===== src/design/assert_macros.svh =====
// assertion macros shared by the rasterizer modules
`ifndef ASSERT_MACROS_SVH
`define ASSERT_MACROS_SVH

// same-cycle implication, disabled during reset
`define ASSERT_NOW(label, clk, rst_n, ante, cons) \
    label: assert property (@(posedge clk) disable iff (!rst_n) (ante) |-> (cons)) \
        else $error("assertion failed");

// next-cycle implication, disabled during reset
`define ASSERT_NEXT(label, clk, rst_n, ante, cons) \
    label: assert property (@(posedge clk) disable iff (!rst_n) (ante) |=> (cons)) \
        else $error("assertion failed");

`endif


===== src/design/blr_pkg.sv =====
// types and constants of the line rasterizer
package blr_pkg;

    localparam int COORD_BITS = 6;
    localparam int ERR_BITS   = COORD_BITS + 3;

    typedef logic [COORD_BITS-1:0]      t_coord;
    typedef logic signed [ERR_BITS-1:0] t_err;

    typedef struct packed {
        t_coord x_start;
        t_coord y_start;
        t_coord x_end;
        t_coord y_end;
    } t_line_req;

    typedef struct packed {
        t_coord pixel_x;
        t_coord pixel_y;
        logic   last_pixel;
    } t_pixel;

    typedef struct packed {
        logic load;
        logic step;
    } t_dp_cmd;

    typedef struct packed {
        logic zero_len;
        logic last_step;
    } t_dp_status;

endpackage


===== src/design/bresenham_line_rasterizer.sv =====
// top level of the bresenham line rasterizer
//  channel  dir  valid        stall        payload
//  in       in   i_in_valid   o_in_stall   i_in_data  (t_line_req)
//  out      out  o_out_valid  i_out_stall  o_out_data (t_pixel)
// a request is taken, then the walk emits one pixel per cycle while the output is not stalled,
// so a line of major span n gives n pixels (up to 63), set by the step loop.
// a zero-length line is taken and gives no pixel.
// the next request is taken in the cycle after the last pixel is registered.
// a stalled output holds the walk; synchronous reset returns to idle.
module bresenham_line_rasterizer (
    input  logic               i_clk,
    input  logic               i_rst_n,
    input  logic               i_in_valid,
    output logic               o_in_stall,
    input  blr_pkg::t_line_req i_in_data,
    output logic               o_out_valid,
    input  logic               i_out_stall,
    output blr_pkg::t_pixel    o_out_data
);

    blr_pkg::t_dp_cmd    cmd;
    blr_pkg::t_dp_status status;

    blr_ctrl u_ctrl (
        .i_clk       (i_clk),
        .i_rst_n     (i_rst_n),
        .i_in_valid  (i_in_valid),
        .o_in_stall  (o_in_stall),
        .i_out_stall (i_out_stall),
        .o_out_valid (o_out_valid),
        .i_status    (status),
        .o_cmd       (cmd)
    );

    blr_datapath u_datapath (
        .i_clk      (i_clk),
        .i_rst_n    (i_rst_n),
        .i_in_data  (i_in_data),
        .i_cmd      (cmd),
        .o_status   (status),
        .o_out_data (o_out_data)
    );

endmodule


===== src/design/blr_datapath.sv =====
// line walk datapath: setup, error term, positions and pixel output register
`include "assert_macros.svh"

module blr_datapath (
    input  logic                i_clk,
    input  logic                i_rst_n,
    input  blr_pkg::t_line_req  i_in_data,
    input  blr_pkg::t_dp_cmd    i_cmd,
    output blr_pkg::t_dp_status o_status,
    output blr_pkg::t_pixel     o_out_data
);

    localparam int CB = blr_pkg::COORD_BITS;

    blr_pkg::t_coord r_major, r_minor, r_steps;
    blr_pkg::t_err   r_err, r_inc_e, r_inc_d;
    logic            r_major_neg, r_minor_neg, r_steep;
    blr_pkg::t_pixel r_out;

    logic signed [CB:0] dx, dy, adx_full, ady_full;
    blr_pkg::t_coord    adx, ady, dmaj, dmin;
    logic               xneg, yneg, steep;

    always_comb begin
        dx = $signed({1'b0, i_in_data.x_end}) - $signed({1'b0, i_in_data.x_start});
        dy = $signed({1'b0, i_in_data.y_end}) - $signed({1'b0, i_in_data.y_start});
        // zero difference counts as a negative step
        xneg = (dx <= 0);
        yneg = (dy <= 0);
        adx_full = xneg ? -dx : dx;
        ady_full = yneg ? -dy : dy;
        adx = adx_full[CB-1:0];
        ady = ady_full[CB-1:0];
        steep = (ady > adx);
        dmaj = steep ? ady : adx;
        dmin = steep ? adx : ady;
    end

    assign o_status.zero_len  = (dmaj == '0);
    assign o_status.last_step = (r_steps == blr_pkg::t_coord'(1));
    assign o_out_data = r_out;

    always_ff @(posedge i_clk) begin
        if (!i_rst_n) begin
            r_steep     <= 1'b0;
            r_major     <= '0;
            r_minor     <= '0;
            r_major_neg <= 1'b0;
            r_minor_neg <= 1'b0;
            r_steps     <= '0;
            r_err       <= '0;
            r_inc_e     <= '0;
            r_inc_d     <= '0;
            r_out       <= '0;
        end else if (i_cmd.load) begin
            r_steep     <= steep;
            r_major     <= steep ? i_in_data.y_start : i_in_data.x_start;
            r_minor     <= steep ? i_in_data.x_start : i_in_data.y_start;
            r_major_neg <= steep ? yneg : xneg;
            r_minor_neg <= steep ? xneg : yneg;
            r_steps     <= dmaj;
            r_err       <= $signed({2'b00, dmin, 1'b0}) - $signed({3'b000, dmaj});
            r_inc_e     <= $signed({2'b00, dmin, 1'b0});
            r_inc_d     <= $signed({2'b00, dmin, 1'b0}) - $signed({2'b00, dmaj, 1'b0});
        end else if (i_cmd.step) begin
            r_out.pixel_x    <= r_steep ? r_minor : r_major;
            r_out.pixel_y    <= r_steep ? r_major : r_minor;
            r_out.last_pixel <= o_status.last_step;
            if (r_err <= 0) begin
                r_err <= r_err + r_inc_e;
            end else begin
                r_err   <= r_err + r_inc_d;
                r_minor <= r_minor_neg ? r_minor - 1'b1 : r_minor + 1'b1;
            end
            r_major <= r_major_neg ? r_major - 1'b1 : r_major + 1'b1;
            r_steps <= r_steps - 1'b1;
        end
    end

    // each pixel step consumes exactly one remaining step
    `ASSERT_NEXT(a_steps_count, i_clk, i_rst_n, i_cmd.step && !i_cmd.load,
                 r_steps == $past(r_steps) - 1'b1)

endmodule


===== src/design/blr_ctrl.sv =====
// controller: request intake, walk sequencing and output valid
`include "assert_macros.svh"

module blr_ctrl (
    input  logic                i_clk,
    input  logic                i_rst_n,
    input  logic                i_in_valid,
    output logic                o_in_stall,
    input  logic                i_out_stall,
    output logic                o_out_valid,
    input  blr_pkg::t_dp_status i_status,
    output blr_pkg::t_dp_cmd    o_cmd
);

    typedef enum logic {
        S_IDLE,
        S_WALK
    } t_state;

    t_state r_state, n_state;
    logic   r_out_valid, n_out_valid;

    assign o_in_stall  = (r_state != S_IDLE);
    assign o_out_valid = r_out_valid;

    always_comb begin
        o_cmd.load = (r_state == S_IDLE) && i_in_valid;
        o_cmd.step = (r_state == S_WALK) && (!r_out_valid || !i_out_stall);
    end

    always_comb begin
        n_state     = r_state;
        n_out_valid = r_out_valid && i_out_stall;
        unique case (r_state)
            S_IDLE: begin
                if (o_cmd.load && !i_status.zero_len) begin
                    n_state = S_WALK;
                end
            end
            S_WALK: begin
                if (o_cmd.step) begin
                    n_out_valid = 1'b1;
                    if (i_status.last_step) begin
                        n_state = S_IDLE;
                    end
                end
            end
            default: n_state = S_IDLE;
        endcase
    end

    always_ff @(posedge i_clk) begin
        if (!i_rst_n) begin
            r_state     <= S_IDLE;
            r_out_valid <= 1'b0;
        end else begin
            r_state     <= n_state;
            r_out_valid <= n_out_valid;
        end
    end

    // a request with length starts a walk
    `ASSERT_NEXT(a_load_walk, i_clk, i_rst_n, o_cmd.load && !i_status.zero_len,
                 r_state == S_WALK)
    // the final pixel ends the walk with the pixel presented
    `ASSERT_NEXT(a_last_idle, i_clk, i_rst_n, o_cmd.step && i_status.last_step,
                 r_state == S_IDLE && r_out_valid)
    // a step never overwrites a pixel still waiting downstream
    `ASSERT_NOW(a_no_overwrite, i_clk, i_rst_n, o_cmd.step,
                !r_out_valid || !i_out_stall)

endmodule

===== config.mk =====
export PLATFORM = sky130hd
export DESIGN_NAME = bresenham_line_rasterizer
export DESIGN_NICKNAME = d
export VERILOG_FILES = /design/src/design/blr_pkg.sv /design/src/design/bresenham_line_rasterizer.sv /design/src/design/blr_datapath.sv /design/src/design/blr_ctrl.sv
export VERILOG_INCLUDE_DIRS = /design/src /design/src/design
export SDC_FILE = /design/constraint.sdc
export NUM_CORES = 1
export LEC_CHECK = 0
export ABC_AREA = 1
export BUFFER_PORTS_ARGS = -buffer_cell sky130_fd_sc_hd__buf_2
export CORE_UTILIZATION = 30
export CTS_CLUSTER_SIZE = 12
export DETAILED_ROUTE_END_ITERATION = 10
export PLACE_DENSITY_LB_ADDON = 0.12
export SYNTH_ARGS = -nofsm -noshare
export SYNTH_HDL_FRONTEND = slang
export SYNTH_HIERARCHICAL = 1
export SYNTH_SLANG_ARGS = --single-unit

===== constraint.sdc =====
create_clock -name i_clk -period 14 [get_ports i_clk]
set_input_delay 2.1 -clock i_clk [delete_from_list [all_inputs] [get_ports i_clk]]
set_output_delay 2.1 -clock i_clk [all_outputs]
set_load 0.01 [all_outputs]

# ---- Yosys cells after proc, flatten, opt, wreduce, memory -nomap -nowiden
# Index checks and enable logic that the tools add are counted.
dict set report word_totals {
  ff_bits 60
  inputBits 28
  out_inout_bits 15
  wordCells 75
}
dict set report classes {
  n_addsub 13
  magnitude_cmp 4
  eq_ne 2
  mux 28
  bitwise_logic 2
  n_reduce_logical 12
}
# operator n
set op_table {}
lappend op_table {{$mux W6} 17}
lappend op_table {{$mux W9} 3}
lappend op_table {{$sub A6 B1 Y6 const B} 3}
lappend op_table {{$le A7 B1 Y1 const B} 2}
lappend op_table {{$sub A6 B6 Y7} 2}
lappend op_table {{$add A6 B1 Y6 const B} 2}
lappend op_table {{$neg A6 Y6} 2}
lappend op_table {{$add A9 B8 Y9} 1}
lappend op_table {{$add A9 B9 Y9} 1}
lappend op_table {{$le A9 B1 Y1 const B} 1}
lappend op_table {{$sub A7 B6 Y8} 1}
lappend op_table {{$sub A7 B7 Y8} 1}
lappend op_table {{$mux W1} 7}
lappend op_table {{$eq A6 B1 Y1 const B} 1}
lappend op_table {{$gt A6 B6 Y1} 1}
lappend op_table {{$logic_not A6 Y1} 1}
lappend op_table {{$logic_and A1 B1 Y1} 4}
lappend op_table {{$reduce_and A2 Y1} 2}
lappend op_table {{$logic_not A1 Y1} 3}
lappend op_table {{$ne A2 B2 Y1 const B} 1}
lappend op_table {{$not A1 Y1} 2}
lappend op_table {{$pmux W1 S2} 1}
lappend op_table {{$reduce_bool A2 Y1} 1}
lappend op_table {{$logic_or A1 B1 Y1} 1}

# ---- Depth between registers and ports, before layout
dict set report logic_depth {
  word_depth 10
  ltp_mapped 36
}

# ---- Hierarchy
# Netlist, hierarchy kept.
# mod instances cells_per_inst area_per_inst_um2 seq_area_each_um2
set modules_own_cells {}
lappend modules_own_cells {blr_datapath 1 743 4890.9 1121.1}
lappend modules_own_cells {blr_ctrl 1 13 96.3 40.0}

# ---- Least setup slack after synthesis
# OpenSTA, ideal clock, no wires.
dict set report synth_path {
  path_kind {input -> register}
  startpoint {input i_in_data[6] in the netlist's numbering}
  endpoint {register u_datapath.r_err[6]}
  setup_ps 115
  t_arrival_ps 6400
  required_time_ps 13885
  path_slack_ps 7485
  stages 34
  path_buffers 1
  cell_sequence {inv_1 > ha_1 > fa_1 > ha_1 > inv_1 > nor2_1 > nand3_1 > nor2_2 > nand2_2 > nand2_4 > nand2_2 > xor2_2 > inv_1 > ha_1 > nand2_2 > nor2_1 > o21ai_1 > o211ai_2 > nand2_2 > buf_6 > nand3_1 > nand2_2 > inv_1 > fa_1 > o31ai_1 > inv_1 > nor2_1 > nor2_1 > o21ai_0 > inv_1 > nand2_1 > nand3_1 > o211ai_1 > inv_2}
}
dict set report synth_between {
  elab_chain_len 7
}
# item line
set synth_lines {}
lappend synth_lines {{start, declared} bresenham_line_rasterizer.sv:15} ;# input blr_pkg::t_line_req i_in_data,
lappend synth_lines {{$sub A6 B6 Y7 (*)} blr_datapath.sv:25} ;# dx = $signed({1'b0, i_in_data.x_end}) - $signed({1'b0, i_in_data.x_start});
lappend synth_lines {{$neg A6 Y6 / $le A7 B1 Y1 (equally long branches)} {blr_datapath.sv:30, blr_datapath.sv:28}}
lappend synth_lines {{$mux W6 (*)} blr_datapath.sv:30} ;# adx_full = xneg ? -dx : dx;
lappend synth_lines {{$gt A6 B6 Y1} blr_datapath.sv:34} ;# steep = (ady > adx);
lappend synth_lines {{$mux W6, on equally long branches} {blr_datapath.sv:36, blr_datapath.sv:35}}
lappend synth_lines {{$sub A7 B6 Y8 (*)} blr_datapath.sv:62} ;# r_err <= $signed({2'b00, dmin, 1'b0}) - $signed({3'b000, dmaj});
lappend synth_lines {{$mux W9 (*)} blr_datapath.sv:55} ;# end else if (i_cmd.load) begin
lappend synth_lines {{end signal, assigned} blr_datapath.sv:62}
lappend synth_lines {{end signal, assigned} blr_datapath.sv:70} ;# r_err <= r_err + r_inc_e;
lappend synth_lines {{end signal, assigned} blr_datapath.sv:72} ;# r_err <= r_err + r_inc_d;
lappend synth_lines {{end, declared} blr_datapath.sv:16} ;# blr_pkg::t_err r_err, r_inc_e, r_inc_d;
# Mark *: on every way between the ends. The rest lies on a longest branch, timed or not.
# A chain may end at the register's enable or synchronous reset.

# ---- Worst setup path in the final report
dict set report layout_path {
  startpoint {input i_in_data[18] in the netlist's numbering}
  endpoint {register u_datapath.r_err[6]}
}
# Same word-level chain as after synthesis.

==> results.sh <==
export IMPL_ys_ff_latch=58
export IMPL_static_leakage_power_uw=0.00290
export IMPL_synth_edff_count=0
export IMPL_synthCells=756
export IMPL_critPathArrivalTime_ns=7.20
export IMPL_fin_nets=868
export IMPL_synthTopCellsByArea="dfxtp_1 (23%), nand2_1 (12%), ha_1 (11%)"
export IMPL_synth_compound_area_share_pct=20.6
export IMPL_grt_max_degree=42
export IMPL_postCtsSetupBuffers=0
export IMPL_die_y_um=131
export IMPL_grt_pass1_vias=4727
export IMPL_grtUsageTotal_pct=18.0
export IMPL_route_detailed_wl_per_inst_um=14.2
export IMPL_post_cts_resized=0
export IMPL_fin_area_mm2=0.00565
export IMPL_syn2layout_area_growth_pct=13.3
export IMPL_fmaxAchievable_ghz=0.143
export IMPL_clk_path_buf_depth=2
export IMPL_vias=4926
export IMPL_yosysWarnings=6
export IMPL_synth_most_common_cell="nand2_1"
export IMPL_num_antenna_cells=0
export IMPL_fin_crit_sh_pct=49.9
export IMPL_finalHoldViolCount=0
export IMPL_synthFlopType="dfxtp_1"
export IMPL_clock_sinks=58
export IMPL_synth_mux_area_share_pct=0
export IMPL_rsz0062_at_grt="no"
export IMPL_tritoncts="built"
export IMPL_ys_seq_area_share_pct=23.3
export IMPL_synth_top_family_by_area="simple AND/OR/NAND/NOR gates"
export IMPL_finalSetupTns_ns=0
export IMPL_die_x_um=131
export IMPL_worstSetupPathType="in -> reg"
export IMPL_crit_family="adder cells"
export IMPL_p_per_area_mw_per_mm2=197
export IMPL_synth_top_cell_by_area="dfxtp_1"
export IMPL_drt_iter0_markers=209
export IMPL_ant_nets=0
export IMPL_dp_hpwl_mm=11.1
export IMPL_viasPerCell=4.88
export IMPL_synth_xor_area_share_pct=3.11
export IMPL_fillers=1751
export IMPL_async_reset_ff_share_pct=0
export IMPL_ios=43
export IMPL_synthSimpleGateAreaFrac_pct=27.0
export IMPL_setup_viol=0
export IMPL_finalMaxSlewViolations=0
export IMPL_cts_max_level=3
export IMPL_worst_pin_slew_ns=0.742
export IMPL_synth_common_cells="nand2_1 (154), inv_1 (130), a21oi_1 (68), dfxtp_1 (58), o21ai_0 (55)"
export IMPL_drt_pass1_iter_count=5
export IMPL_fin_skew_ns=0.00739
export IMPL_path_clk_slew_ns=0.05
export IMPL_cap_violations=0
export IMPL_slew_headroom_pct=50.5
export IMPL_drive_gt1_share_pct=14.6
export IMPL_synthDistinctLibCells=48
export IMPL_hold_ws_ns=0.461
export IMPL_gp_congestion=0.829
export IMPL_port_buffer_count=42
export IMPL_endpoint_kind="flop"
export IMPL_dieArea_mm2=0.0171
export IMPL_critPathLaunchType="input pin"
export IMPL_drc=0
export IMPL_fin_cells=1010
export IMPL_root_buffer="clkbuf_16"
export IMPL_start_util_pct=31.1
export IMPL_cp_slowest_cell="fa_1"
export IMPL_syn_avg_cell_area_um2=6.60
export IMPL_core_area_mm2=0.0161
export IMPL_period_needed_ns=6.98
export IMPL_vdd_ir_drop_max_v=0.0000590
export IMPL_place_area_mm2=0.00538
export IMPL_required_ns=14.22
export IMPL_num_rows=46
export IMPL_grt_pass1_wl_mm=23.6
export IMPL_netlist_area_mm2=0.00499
export IMPL_min_path_type="reg -> reg"
export IMPL_ctsHoldBuffers=0
export IMPL_grt_antenna_before_repair=0
export IMPL_final_core_util_pct=35.2
export IMPL_synth_nets=833
export IMPL_grt_overflow=0
export IMPL_clock_latency_ns=0.32
export IMPL_synth_top_area_share_pct=23.3
export IMPL_cp_num_buf_inv=8
export IMPL_worstPathMaxFanout=15
export IMPL_max_stage_delay_ns=0.53
export IMPL_dp_cells=996
export IMPL_cts_buffers=9
export IMPL_wl_mm=14.3
export IMPL_status="complete, no violations"
export IMPL_synth_fa_ha_area_share_pct=13.2
[worst min-delay path, delay by kind of cell (launching register included)]
family / cells / cell delay [ns]
flops: 1 / 0.30
compound gates: 1 / 0.05
simple gates: 1 / 0.06
[layout make-up]
| class | instances | area, µm² | area share (%) |
|---|---|---|---|
| clock inverters | 4 | 45.0 | 0.797 |
| multi-input cells | 538 | 3190 | 56.5 |
| well taps | 216 | 270 | 4.78 |
| flip-flops and latches | 58 | 1160 | 20.6 |
| repair buffers | 45 | 233 | 4.12 |
| inverters | 139 | 522 | 9.24 |
| clock buffers | 10 | 229 | 4.05 |
[layout by cell type, fill, tap and decap left out, drive strengths merged, types with 4 or more instances in the layout]
cell    instances
nand2         180
inv           136
a21oi          72
o21ai          63
dfxtp          58
nor2           52
buf            45
ha             43
nand3          42
xor2           11
a31oi          10
clkbuf         10
o211ai          9
nand4           7
fa              6
nor3            6
clkinv          6
xnor2           5
o221ai          5
o22ai           4
[state kept, by name, indices dropped and copies added (netlist names)]
register / count
u_ctrl/o_out_valid: 1
u_datapath/r_major: 6
u_datapath/o_out_data: 13
u_ctrl/o_in_stall: 1
u_datapath/r_err: 9
u_datapath/r_steps: 6
u_datapath/r_major_neg: 1
u_datapath/r_steep: 1
u_datapath/r_minor_neg: 1
u_datapath/r_minor: 6
u_datapath/r_inc_d: 7
u_datapath/r_inc_e: 6
[cells by family (layout without fill, tap and decap cells)]
group / Yosys count / in the layout
xor gates and xnor gates: 16 / 16
and+or+nand+nor: 295 / 295
DFF: 58 / 58
buffers and inverters: 160 / 198
AOI/OAI and AO/OA: 178 / 178
adders and majority gates: 49 / 49
[final timing paths]
| path | start | endpoint | slack [ns] | cells after the start |
|---|---|---|---|---|
| worst min register to register | u_datapath/o_out_data[0] | u_datapath/o_out_data[0] | 0.46 | 2 |
| worst min-delay path | u_datapath/o_out_data[0] | u_datapath/o_out_data[0] | 0.46 | 2 |
| worst max register to register | u_datapath/r_err[0] | u_datapath/r_err[8] | 10.80 | 20 |
| worst max-delay path | i_in_data[18] | u_datapath/r_err[6] | 7.02 | 34 |
[stage by stage]
stage | setup WS (ns) | total power [µW]
2_1_floorplan | 7.49 | 749
6_report | 7.02 | 1110
4_1_cts | 7.03 | 1120
3_5_place_dp | 6.69 | 902
3_3_place_gp | 6.87 | 894
5_1_grt | 6.34 | 1230
[where the power goes]
part	switching (µW)	internal [µW]	leakage [µW]
clock network	72.4	134	0.000138
logic	433	229	0.00229
registers	36.9	205	0.000479
[metal layers]
layer	vias to the layer above	GRT usage, %	part of all wire (%)
met2	107	29.5	45
met3	12	3.22	3.8
li1	2548	-	-
met5	-	0	0
met4	0	4.67	1.2
met1	2259	24.2	50
Power figures use the tool's default switching activity.
